[config.mk]
export PLATFORM = sky130hd
export DESIGN_NAME = grc_ram
export DESIGN_NICKNAME = d
export VERILOG_FILES = /design/src/hdl/grc_ram.sv
export SDC_FILE = /design/constraint.sdc
export NUM_CORES = 2
export LEC_CHECK = 0
export BUFFER_PORTS_ARGS = -buffer_cell sky130_fd_sc_hd__buf_2
export CORE_MARGIN = 5
export CORE_UTILIZATION = 45
export CTS_CLUSTER_DIAMETER = 120
export CTS_CLUSTER_SIZE = 10
export DETAILED_ROUTE_END_ITERATION = 6
export GPL_TIMING_DRIVEN = 0
export PLACE_DENSITY = 0.56
export SYNTH_ARGS = -nofsm -noshare
export SYNTH_HDL_FRONTEND = slang
export SYNTH_SLANG_ARGS = --single-unit
[constraint.sdc]
create_clock -name clk -period 4.5 [get_ports clk]
set_input_delay 0 -clock clk [delete_from_list [all_inputs] [get_ports clk]]
set_output_delay 0 -clock clk [all_outputs]
set_load 0.01 [all_outputs]
[src/hdl/grc_ram.sv]
// Generic single-port-write, registered-read RAM.
module grc_ram #(
	parameter int WIDTH = 3,
	parameter int DEPTH = 1024
) (
	input  logic                     clk,
	input  logic                     we,
	input  logic [$clog2(DEPTH)-1:0] waddr,
	input  logic [WIDTH-1:0]         wdata,
	input  logic [$clog2(DEPTH)-1:0] raddr,
	output logic [WIDTH-1:0]         rdata
);
	logic [WIDTH-1:0] mem [DEPTH];

	always_ff @(posedge clk) begin
		if (we)
			mem[waddr] <= wdata;
		rdata <= mem[raddr];
	end
endmodule

==> results.yml <==
run_status:
  status: "finished, violations left"
  violations: "capacitance limit, slew limit, setup timing"
clocking:
  h-tree-depth: 5
  cts_buffers: 345
  clockBufferDepth: 4
  clock-sinks: 3075
  root_buffer: "clkbuf_16"
  clk_pin_slew_worst_paths_ns: 0.05
  clock_latency_ns: 0.94
  cts_tree: "done"
power:
  p_sw_mw: 14.6
  pwr-share-seq_pct: 51.7
  max-vdd-ir-drop_uv: 323
  p_comb_share_pct: 7.1
  p_total_mw: 61.0
  switching_share_pct: 23.9
  power.internal_mw: 46.4
  clkPwrFrac_pct: 41.1
  p_leak_nw: 43.1
  p_per_area_nw_per_um2: 437
timing:
  rsz0062_at_grt: "no"
  skew_ns: 0.0346
  fin_setup_tns_ns: -1.40
  finalWorstSetupSlack_ns: -0.530
  final.min_clock_period_ns: 5.03
  hold_viol: 0
  setup_violations: 3
  relSlewSlack_pct: -11.2
  worst_pin_slew_ns: 1.67
  slew_viol_final: 127
  post-route-period-util_pct: 112
  fmax_mhz: 199
finish:
  final_nets: 7007
  fin_area_um2: 139000
  drive_gt1_share_pct: 21.1
  areaGrowthSynthToFinish_pct: 12.7
  postLayoutCoreUtil_pct: 51.0
  layout_common_cells: "edfxtp_1 (3072), nor2_1 (1072), mux4_2 (635), clkbuf_16 (347), mux2i_1 (322)"
  mostFrequentLayoutCell: "edfxtp_1"
yosys:
  synthArstFlopShare_pct: 0
  yosysSeqAreaShare_pct: 74.6
  yosysUniqueCellTypes: 79
  yosysTopAreaCell: "edfxtp_1"
  yosys_warnings: 0
  synthCells: 6544
  syn-num-nets: 6569
  ys_seq_elements: 3075
  avgSynthCellArea_um2: 18.9
  ys_top_cells_by_area: "edfxtp_1 (75%), mux4_2 (12%), nor2_1 (3.3%)"
  synth.top_cell.area_share_pct: 74.6
  syn_area_um2: 124000
  ys.flop_type: "edfxtp_1"
  synth_edf_count: 3072
routing:
  vias_per_cell: 7.04
  wl_per_cell_um: 49.9
  vias: 74943
  drc: 0
  drt_iter0_markers: 15491
  ant_nets: 0
  firstDrtPassIters: 6
  drt_wl_total_um: 531000
floorplan:
  num_rows: 192
  core_area_um2: 274000
  fp.dieW_um: 534
  die_area_um2: 285000
  pin_count: 28
  die_h_um: 534
  initial_core_util_pct: 45.2
grt:
  overflow: 0
  antenna_found_initial: 80
  grt_first_pass_wirelength_um: 684000
  grt_pass1_vias: 70385
  grt_max_degree: 169
  grt_use_total_pct: 36.6
critical_path:
  setup.worst_path.class: "in -> reg"
  start_kind: "primary input"
  cp.arrival_ns: 5.66
  reg2reg_slack_ns: 0.30
  crit_family: "simple AND/OR/NAND/NOR gates"
  critPathSlowestCell: "nor2b_1"
  end_kind: "flop"
  rr_worst_depth: 8
  cp_max_fo: 7
  cp_num_buf_inv: 2
  cp_cell_sequence: "dlygate4sd3_1, buf_2, nor2b_1, nand2_1, o21ai_0, a21oi_1, nor3_1, or3_1, o31a_1, o2111ai_1"
  required_ns: 5.13
  critPathMaxStageDelay_ns: 1.25
  r2r_end: "rdata[1]"
  r2r_start: "mem[168][1]"
placement:
  post-place-ws_ns: -2.02
  dp_hpwl_um: 356000
  port-buffer-count: 23
  placed_cell_area_um2: 130000
  gp_congestion: 1.01
run:
  drv_cap: 17
min_path:
  min_path_type: "in -> reg"
  whs_path_depth: 2
  whs_endpoint: "mem[187][0]"
  worstHoldStart: "wdata[0]"
==> cell families (layout without fill, tap and decap cells) <==
| logic type | count (synthesis) | count (layout) | share of synthesized area [%] |
|---|---|---|---|
| DFF | 3075 | 3075 | 74.6 |
| and+or+nand+nor | 1443 | 1443 | 4.84 |
| muxes | 1002 | 1002 | 14.9 |
| AOI/OAI and AO/OA | 526 | 526 | 3.04 |
| buffers and inverters | 498 | 971 | 2.60 |
| other | 0 | 44 | 0 |
==> power groups by stage <==
stage / Sequential [mW] / Clock [mW] / Combinational [mW]
after floorplan: 32.1 / 0 / 1.64
after global placement: 32.6 / 0 / 4.00
after detailed placement: 32.1 / 0 / 4.14
after CTS: 31.5 / 25.0 / 4.16
after global routing: 31.5 / 26.1 / 4.25
final: 31.5 / 25.1 / 4.35
==> through the flow <==
stage               hold slack [ns]  std cells
CTS                         0.00321      10607
global route                 0.0421      10611
global placement              0.405      10156
finish                       0.0414      10650
floorplan                    0.0989       6544
detailed placement            0.399      10215
==> worst max path at each step <==
stage | cells past startpoint | end | slack [ns] | from
2_1_floorplan | 8 | rdata[1] | 2.16 | raddr[0]
3_3_place_gp | 1 | mem[368][0] | -10.54 | wdata[0]
3_5_place_dp | 13 | rdata[1] | -2.02 | raddr[1]
4_1_cts | 13 | rdata[2] | 0.04 | raddr[1]
5_1_grt | 12 | rdata[2] | 0.004 | raddr[1]
6_report | 10 | rdata[1] | -0.53 | raddr[6]
==> timing repair <==
item                       CTS  global route
hold endpoints to repair   709             0
pin swaps                    0             0
setup endpoints to repair    3             1
resized for setup           34             2
buffers inserted             2             0
hold buffers                12             0
==> metal layers <==
layer | track usage [%] | vias up | wire length (um)
met5 | 0 | - | 174
met4 | 24.4 | 24 | 44700
met1 | 46.9 | 39393 | 182000
met3 | 13.5 | 1523 | 77500
met2 | 52.5 | 6802 | 227000
li1 | - | 27201 | -
==> flip-flops by register name (all words and copies together), names as in the netlist <==
register and flops:
mem 3072, rdata 3
==> synth_stat cells, types with 50 or more instances <==
cell type  number
clkbuf_1      243
buf_1          50
mux4_2        635
a21oi_1        79
edfxtp_1     3072
buf_2          59
mux2i_1       322
o21ai_0        53
nor2_1       1080
o22ai_1        84
nor3_1         54
o221ai_1       99
nand2_1       124
a22oi_1        61
==> layout make-up <==
cell class | count | area, um^2
plain buffers | 488 | 3390
well taps | 3589 | 4490
diodes | 44 | 110
multi-input cells | 2971 | 28300
repair buffers | 96 | 1580
clock inverters | 26 | 478
clock buffers | 356 | 8720
flip-flops and latches | 3075 | 92300
inverters | 5 | 22.5
fillers | 21873 | 134000
Power figures use the tool's default switching activity.
