## config.mk

```make
export PLATFORM = sky130hd
export DESIGN_NAME = grc_div
export DESIGN_NICKNAME = d
export VERILOG_FILES = /design/src/hdl/grc_pkg.sv /design/src/hdl/grc_div.sv
export SDC_FILE = /design/constraint.sdc
export NUM_CORES = 1
export LEC_CHECK = 0
export BUFFER_PORTS_ARGS = -buffer_cell sky130_fd_sc_hd__buf_2
export CAP_MARGIN = 20
export CORE_MARGIN = 2
export CORE_UTILIZATION = 57
export DETAILED_ROUTE_END_ITERATION = 10
export PLACE_DENSITY = 0.88
export SLEW_MARGIN = 20
export SYNTH_ARGS = -nofsm -noshare
export SYNTH_HDL_FRONTEND = slang
export SYNTH_SLANG_ARGS = --single-unit
```

## constraint.sdc

```tcl
create_clock -name clk -period 4.77 [get_ports clk]
set_clock_uncertainty 0.1 [all_clocks]
set_input_delay 0.7155 -clock clk [delete_from_list [all_inputs] [get_ports clk]]
set_output_delay 0.7155 -clock clk [all_outputs]
set_load 0.02 [all_outputs]
```

## src/hdl/grc_pkg.sv

```systemverilog
// Shared types and constants of the grid ray wall caster.
package grc_pkg;
	localparam logic OP_WRITE = 1'b0;
	localparam logic OP_CAST  = 1'b1;

	localparam logic [2:0] REG_POS_X   = 3'd0;
	localparam logic [2:0] REG_POS_Y   = 3'd1;
	localparam logic [2:0] REG_DIR_X   = 3'd2;
	localparam logic [2:0] REG_DIR_Y   = 3'd3;
	localparam logic [2:0] REG_PLANE_X = 3'd4;
	localparam logic [2:0] REG_PLANE_Y = 3'd5;

	localparam int FOG_LIN  = 4588;
	localparam int FOG_QUAD = 328;
	localparam int SIDE_DIM = 184;
	localparam int DIST_MAX = 16777215;

	typedef struct packed {
		logic        start;
		logic [63:0] num;
		logic [49:0] den;
	} div_req_t;
endpackage

```

## src/hdl/grc_div.sv

```systemverilog
// Restoring divider, one quotient bit per cycle.
module grc_div (
	input  logic               clk,
	input  logic               arst_n,
	input  grc_pkg::div_req_t  req,
	output logic               done,
	output logic [63:0]        quo
);
	import grc_pkg::*;

	logic [63:0] quo_q;
	logic [49:0] rem_q;
	logic [49:0] den_q;
	logic [6:0]  cnt_q;
	logic        busy_q;
	logic [50:0] trial;

	assign trial = {rem_q, quo_q[63]} - {1'b0, den_q};
	assign quo = quo_q;

	always_ff @(posedge clk or negedge arst_n) begin
		if (!arst_n) begin
			busy_q <= 1'b0;
			cnt_q  <= '0;
			done   <= 1'b0;
		end else begin
			done <= 1'b0;
			if (req.start) begin
				busy_q <= 1'b1;
				cnt_q  <= 7'd64;
			end else if (busy_q) begin
				cnt_q <= cnt_q - 7'd1;
				if (cnt_q == 7'd1) begin
					busy_q <= 1'b0;
					done   <= 1'b1;
				end
			end
		end
	end

	always_ff @(posedge clk) begin
		if (req.start) begin
			quo_q <= req.num;
			den_q <= req.den;
			rem_q <= '0;
		end else if (busy_q) begin
			if (!trial[50]) begin
				rem_q <= trial[49:0];
				quo_q <= {quo_q[62:0], 1'b1};
			end else begin
				rem_q <= {rem_q[48:0], quo_q[63]};
				quo_q <= {quo_q[62:0], 1'b0};
			end
		end
	end
endmodule

```

==> impl_metrics.csv, run 1 <==
group,metric,value,unit
finish,mostFrequentLayoutCells,"buf_2 (180), edfxtp_1 (114), nand2_1 (94)",
synthesis,ys_top_cells_by_area,"edfxtp_1 (34%), dfxtp_1 (9.9%), mux2_2 (7.0%)",
timing,slew_headroom,0.482,
synthesis,synth_nets,1172,
global_route,grt_usage,0.263,
critical_path,max_stage_delay,470,ps
floorplan,dieWidth,138,µm
finish,area_delta_synth_final,16.4,%
timing,drv_slew,0,
flow_run,maxCapViolations,0,
min_path,whs_path_depth,1,
synthesis,synth_edf_count,114,
min_path,hp-class,"in -> reg",
global_route,grt-ovfl-total,0,
synthesis,ys_ff_latch,173,
clock_tree,clk_pin_slew,80,ps
timing,setup_tns,0,ps
critical_path,cp-end-kind,"register",
timing,setup_violations,0,
timing,period_minus_slack,4080,ps
critical_path,worst_ep_arrival_time,4310,ps
finish,antenna_cells,0,
synthesis,syn-cell-area,10200,µm²
place,gp_congestion,0.952,
finish,final_common_cell,"buf_2",
synthesis,ys_seq_area_frac,0.458,
timing,fin_crit_sh,0.855,
synthesis,ys.flop_type,"edfxtp_1",
drt,dr.pass1.iters,5,
global_route,antenna_found_initial,0,
critical_path,required,5000,ps
critical_path,timing.critical_path.buf_inv,3,
clock_tree,htreeDepth,4,
power_and_ir_drop,powerDensity,371,nW/µm²
clock_tree,cts_setup_buffers,0,
drt,routed_wirelength,24700,µm
floorplan,initial_core_util,0.585,
synthesis,synth_top_area_frac,0.337,
timing,worst_pin_slew,775,ps
synthesis,synthDistinctLibCells,73,
drt,wl_per_cell,17.7,µm
floorplan,pin_count,182,
timing,rsz0062_at_grt,"false",
global_route,grt_max_degree,62,
critical_path,cp_common_cell,"inv_1",
global_route,grt_pass1_wl,38900,µm
clock_tree,cts_tree,"yes",
critical_path,cp-start-kind,"register",
power_and_ir_drop,total_power,4.39,mW
power_and_ir_drop,p_leak,5.03,nW
drt,viasPerCell,5.99,
floorplan,die-area,18900,µm²
place,portBuffers,181,
synthesis,yosys_warnings,0,
place,placed_cell_area,11200,µm²
global_route,grt_pass1_vias,8024,
place,place_inst,1362,
critical_path,critPathSlowestCell,"a221oi_2",
critical_path,r2r_cells,14,
clock_tree,clkLatencyLatePin,440,ps
timing,fmax,245,MHz
clock_tree,cts_resized,0,
critical_path,path_depth,14,
clock_tree,cts_buffers,17,
drt,vias,8352,
critical_path,worstSetupPathType,"reg -> reg",
synthesis,synth_cells,1002,
run_status,status,"completed",
drt,drc_errors,0,
floorplan,rows,48,
synthesis,syn_area_per_cell,10.1,µm²
finish,nets,1327,
power_and_ir_drop,ir_drop,0.275,mV
critical_path,cp_max_fo,23,
drt,antenna_left,0,
drt,drt-initial-drc-count,764,
clock_tree,cts_sinks,173,
finish,stdcell_count,1395,
floorplan,core_region_area,17400,µm²
clock_tree,clockBufferDepth,2,
finish,drive_gt1_frac,0.262,
finish,design_area,11800,µm²
clock_tree,root_buffer,"clkbuf_16",
synthesis,synth_top_area_cell,"edfxtp_1",
timing,final_hold_viol_count,0,
synthesis,async_reset_ff_frac,0.0520,
finish,postLayoutCoreUtil,0.682,
critical_path,crit_family,"compound AO/OA/AOI/OAI gates",
place,dpl.hpwl,17600,µm
critical_path,cp_cell_sequence,"inv_1 -> ha_1 -> inv_1 -> fa_1 -> a21o_1 -> a221oi_2 -> a211oi_2 -> o31a_2 -> a21oi_2 -> o2111ai_4 -> o211ai_4 -> buf_4 -> nand2_1 -> a311oi_1",
floorplan,die_h,138,µm
==> report_power, final <==
group,internal (mW),total [mW],switching (mW),leakage (nW)
Clock,0.727,1.45,0.726,0.304
Sequential,1.79,1.90,0.116,1.68
Combinational,0.420,1.03,0.613,3.04
Total,2.94,4.39,1.45,5.03
==> cell type report <==
type	count	area, µm²
fill	1320	5530
multi-input combinational	706	5020
sequential	173	4650
timing repair buffer	191	990
clock buffer	17	425
tap	225	282
inverter	68	255
clock inverter	15	206
==> worst register-to-register path, delay by kind of cell (launching register included) <==
family	cells	cell delay, ps
compound gates	8	2300
fa+ha+maj	2	550
buf+inv	3	520
flops	1	420
simple gates	1	110
==> synth_stat cells, types with 3 or more instances <==
cell and number:
a21oi_1 58, o21bai_1 6, buf_2 8, nor3b_1 5, dfrtp_1 9, a211oi_1 26, nor2b_1 12, buf_6 3
a32oi_1 3, nand2b_1 8, inv_1 68, edfxtp_1 114, xnor2_1 27, nand3b_1 5, o21ai_0 35, clkbuf_1 38
nor4b_1 3, o31ai_1 6, or4_1 5, ha_1 52, nor3_1 13, or2_2 5, or3_1 6, o21a_1 9
nor2_1 83, nand4_1 17, a21o_1 16, and3_1 6, a31oi_1 4, dfxtp_1 50, xor2_1 17, nand2_1 94
o211ai_1 6, o211a_1 3, a311oi_1 17, nand3_1 23, nor4_1 3, o311ai_0 8, mux2i_1 22, buf_1 4
and4_1 4, mux2_2 63
==> worst paths after layout <==
check                                       start                endpoint  slack (ps)
setup / recovery                quo[63]$_DFFE_PP_  rem_q[17]$_SDFFE_PP0P_         690
hold / removal                            req[41]     den_q[41]$_DFFE_PP_         340
setup reg to reg                quo[63]$_DFFE_PP_  rem_q[17]$_SDFFE_PP0P_         690
hold reg to reg            rem_q[42]$_SDFFE_PP0P_  rem_q[43]$_SDFFE_PP0P_         390
max in group asynchronous                  arst_n        busy_q$_DFF_PN0_        3800
min in group asynchronous                  arst_n    cnt_q[5]$_DFFE_PN0P_         560
==> routing by layer <==
metal,global-route usage,routed length (µm),share of wire,up-vias
met5,0,0,0,-
met3,0.0721,2010,0.082,61
met2,0.435,11900,0.48,372
met4,0.103,783,0.032,0
met1,0.327,9990,0.40,3918
li1,-,-,-,4001
==> registers in the layout, indices dropped and copies added, names as in the netlist <==
signal,count
done,1
den_q,50
rem_q,50
busy_q,1
cnt_q,7
quo,64
==> stage by stage <==
step,hold slack [ps],setup WS (ps)
finish,340,691
global route,325,419
floorplan,320,1080
CTS,326,706
global placement,382,869
detailed placement,388,754
==> kinds of logic after synthesis <==
logic type      Yosys count  synth area share
simple gates            300             0.142
compound gates          224             0.156
flops                   173             0.458
buf+inv                 123            0.0489
mux                      85            0.0915
fa+ha+maj                53            0.0660
xor+xnor                 44            0.0379
==> timing repair <==
item,in CTS,in global routing
setup endpoints to repair,0,0
hold buffers,1,0
endpoints found under the hold margin,3,0
No activity file was read; power rests on OpenSTA's default activity.
==> inputs of run 2 (changes only) <==
Settings changed: CORE_UTILIZATION 57 to 61, PLACE_DENSITY 0.88 to 0.93.
Clock period 4.77 ns to 5.26 ns, I/O delays scaled along.
==> run 2 against run 1 <==
Compared with the run above:
- hold slack worse by 250 ps
- register-to-register slack better by 480 ps
- global-route usage is 1.7 points higher
- via count fell by 0.40%
- first-iteration DRC count rose by 11%
- cell area shrank 0.94%
- combinational power decreased by 9%
- cell count shrank 0.43%
- utilization is 3.3 points higher
- flip-flop and latch count unchanged
- critical path type unchanged
- largest cell class unchanged
- largest power group unchanged
==> impl_metrics.csv, run 2 (same netlist as run 1, synthesis figures left out) <==
group,metric,value,unit
timing,setup_violations,0,
clock_tree,htreeDepth,4,
timing,fmax,244,MHz
clock_tree,cts_buffers,17,
critical_path,cp-start-kind,"register",
global_route,busiest_layer,"met2",
critical_path,reg2reg_setup_slack,1170,ps
floorplan,die_h,133,µm
timing,final_hold_viol_count,0,
critical_path,max_stage_delay,490,ps
place,gp_congestion,0.950,
timing,rsz0062_at_grt,"false",
timing,worst_pin_slew,1010,ps
critical_path,timing.critical_path.buf_inv,3,
critical_path,cp_max_fo,36,
timing,setup_tns,0,ps
critical_path,cp_common_cell,"inv_1",
critical_path,crit_family,"compound AO/OA/AOI/OAI gates",
flow_run,maxCapViolations,0,
power_and_ir_drop,p_clk_frac,0.315,
floorplan,initial_core_util,0.619,
finish,largest_register_ffs,64,
critical_path,required,5490,ps
place,dpl.hpwl,17700,µm
global_route,met3_usage,0.0770,
power_and_ir_drop,switching_share,0.322,
min_path,hp-class,"in -> async",
critical_path,cp_cell_sequence,"inv_1 -> ha_1 -> inv_1 -> fa_1 -> a21o_1 -> a221oi_2 -> a211oi_2 -> o31a_2 -> a21oi_2 -> o21a_4 -> o211a_1 -> buf_4 -> mux2i_1 -> a211oi_1",
power_and_ir_drop,p_comb_frac,0.241,
clock_tree,clk_pin_slew,70,ps
power_and_ir_drop,power_frac_seq,0.444,
finish,area_delta_synth_final,15.3,%
timing,fin_crit_sh,0.778,
finish,drive_gt1_frac,0.259,
global_route,grt-ovfl-total,0,
place,portBuffers,181,
timing,drv_slew,0,
timing,whs,93.0,ps
run_status,status,"completed",
finish,nets,1322,
power_and_ir_drop,total_power,3.88,mW
drt,wl_per_cell,17.7,µm
finish,stdcell_count,1389,
floorplan,rows,47,
timing,setup_ws,1170,ps
floorplan,core_region_area,16400,µm²
drt,drt-initial-drc-count,845,
clock_tree,cts_hold_buf,0,
place,dp_slack,1230,ps
global_route,grt_util_met1,0.338,
floorplan,die-area,17700,µm²
global_route,grt_max_degree,103,
clock_tree,clockBufferDepth,2,
floorplan,dieWidth,133,µm
global_route,met2_usage,0.468,
drt,routed_wirelength,24500,µm
clock_tree,cts_resized,0,
drt,antenna_left,0,
global_route,grt_usage,0.280,
power_and_ir_drop,p_leak,4.98,nW
global_route,antenna_found_initial,4,
clock_tree,cts_setup_buffers,0,
critical_path,worst_ep_arrival_time,4320,ps
critical_path,cp-end-kind,"register",
global_route,grt_pass1_wl,39300,µm
power_and_ir_drop,powerDensity,331,nW/µm²
global_route,grt_pass1_vias,8159,
drt,viasPerCell,5.99,
drt,drc_errors,0,
finish,final_common_cell,"buf_2",
floorplan,pin_count,182,
place,place_inst,1353,
power_and_ir_drop,power.internal,2.63,mW
critical_path,critPathSlowestCell,"buf_4",
timing,slew_headroom,0.326,
clock_tree,clkLatencyLatePin,440,ps
clock_tree,cts_tree,"yes",
power_and_ir_drop,ir_drop,0.264,mV
timing,period_minus_slack,4090,ps
power_and_ir_drop,netSwitchingPower,1.25,mW
drt,vias,8319,
critical_path,worstSetupPathType,"reg -> reg",
clock_tree,cts_sinks,173,
drt,dr.pass1.iters,6,
clock_tree,root_buffer,"clkbuf_16",
finish,mostFrequentLayoutCells,"buf_2 (180), edfxtp_1 (114), nand2_1 (94)",
[run 2: cell types whose count changed in the layout (fill, tap and decap cells not counted), moves of 3 or more]
cell,previous run,this run
inv_6,1,4
diode_2,0,4
clkinv_8,6,0
inv_8,3,6
inv_12,3,0
buf_4,9,5
[run 2: metrics by stage]
| step | util | instance area (µm²) |
|---|---|---|
| finish | 0.714 | 11700 |
| global placement | 0.679 | 11100 |
| detailed placement | 0.679 | 11100 |
| floorplan | - | 10200 |
| global route | 0.714 | 11700 |
| CTS | 0.713 | 11700 |
[run 2: final cells by class]
| cell class | count | area (µm²) |
|---|---|---|
| Clock buffer | 17 | 425 |
| Inverter | 68 | 255 |
| Sequential cell | 173 | 4650 |
| Antenna cell | 4 | 10.0 |
| Clock inverter | 15 | 136 |
| Fill cell | 1200 | 4690 |
| Tap cell | 220 | 275 |
| Timing Repair Buffer | 186 | 950 |
| Multi-Input combinational cell | 706 | 5010 |
[run 2: layer usage]
metal  share of wire  vias up  wire (µm)
li1                -     3980          -
met1            0.41     3952      10000
met2            0.48      333      11800
met3           0.076       54       1860
met4           0.035        0        865
met5               0        -          0
[run 2: power by group through the flow]
stage	Clock, mW	Sequential (mW)	Combinational [mW]
final	1.22	1.72	0.935
after detailed placement	0	1.75	0.923
after floorplan	0	1.81	0.586
after CTS	1.23	1.72	0.929
after global placement	0	1.74	0.898
after global routing	1.29	1.74	1.03
[run 2: final timing paths]
| check | to | cells past startpoint | from |
|---|---|---|---|
| setup / recovery | rem_q[9]$_SDFFE_PP0P_ | 14 | quo[63]$_DFFE_PP_ |
| hold / removal | cnt_q[4]$_DFFE_PN0P_ | 1 | arst_n |
| min in group clk | rem_q[24]$_SDFFE_PP0P_ | 2 | rem_q[23]$_SDFFE_PP0P_ |
| setup reg to reg | rem_q[9]$_SDFFE_PP0P_ | 14 | quo[63]$_DFFE_PP_ |
| hold reg to reg | rem_q[24]$_SDFFE_PP0P_ | 2 | rem_q[23]$_SDFFE_PP0P_ |
| max in group asynchronous | busy_q$_DFF_PN0_ | 1 | arst_n |
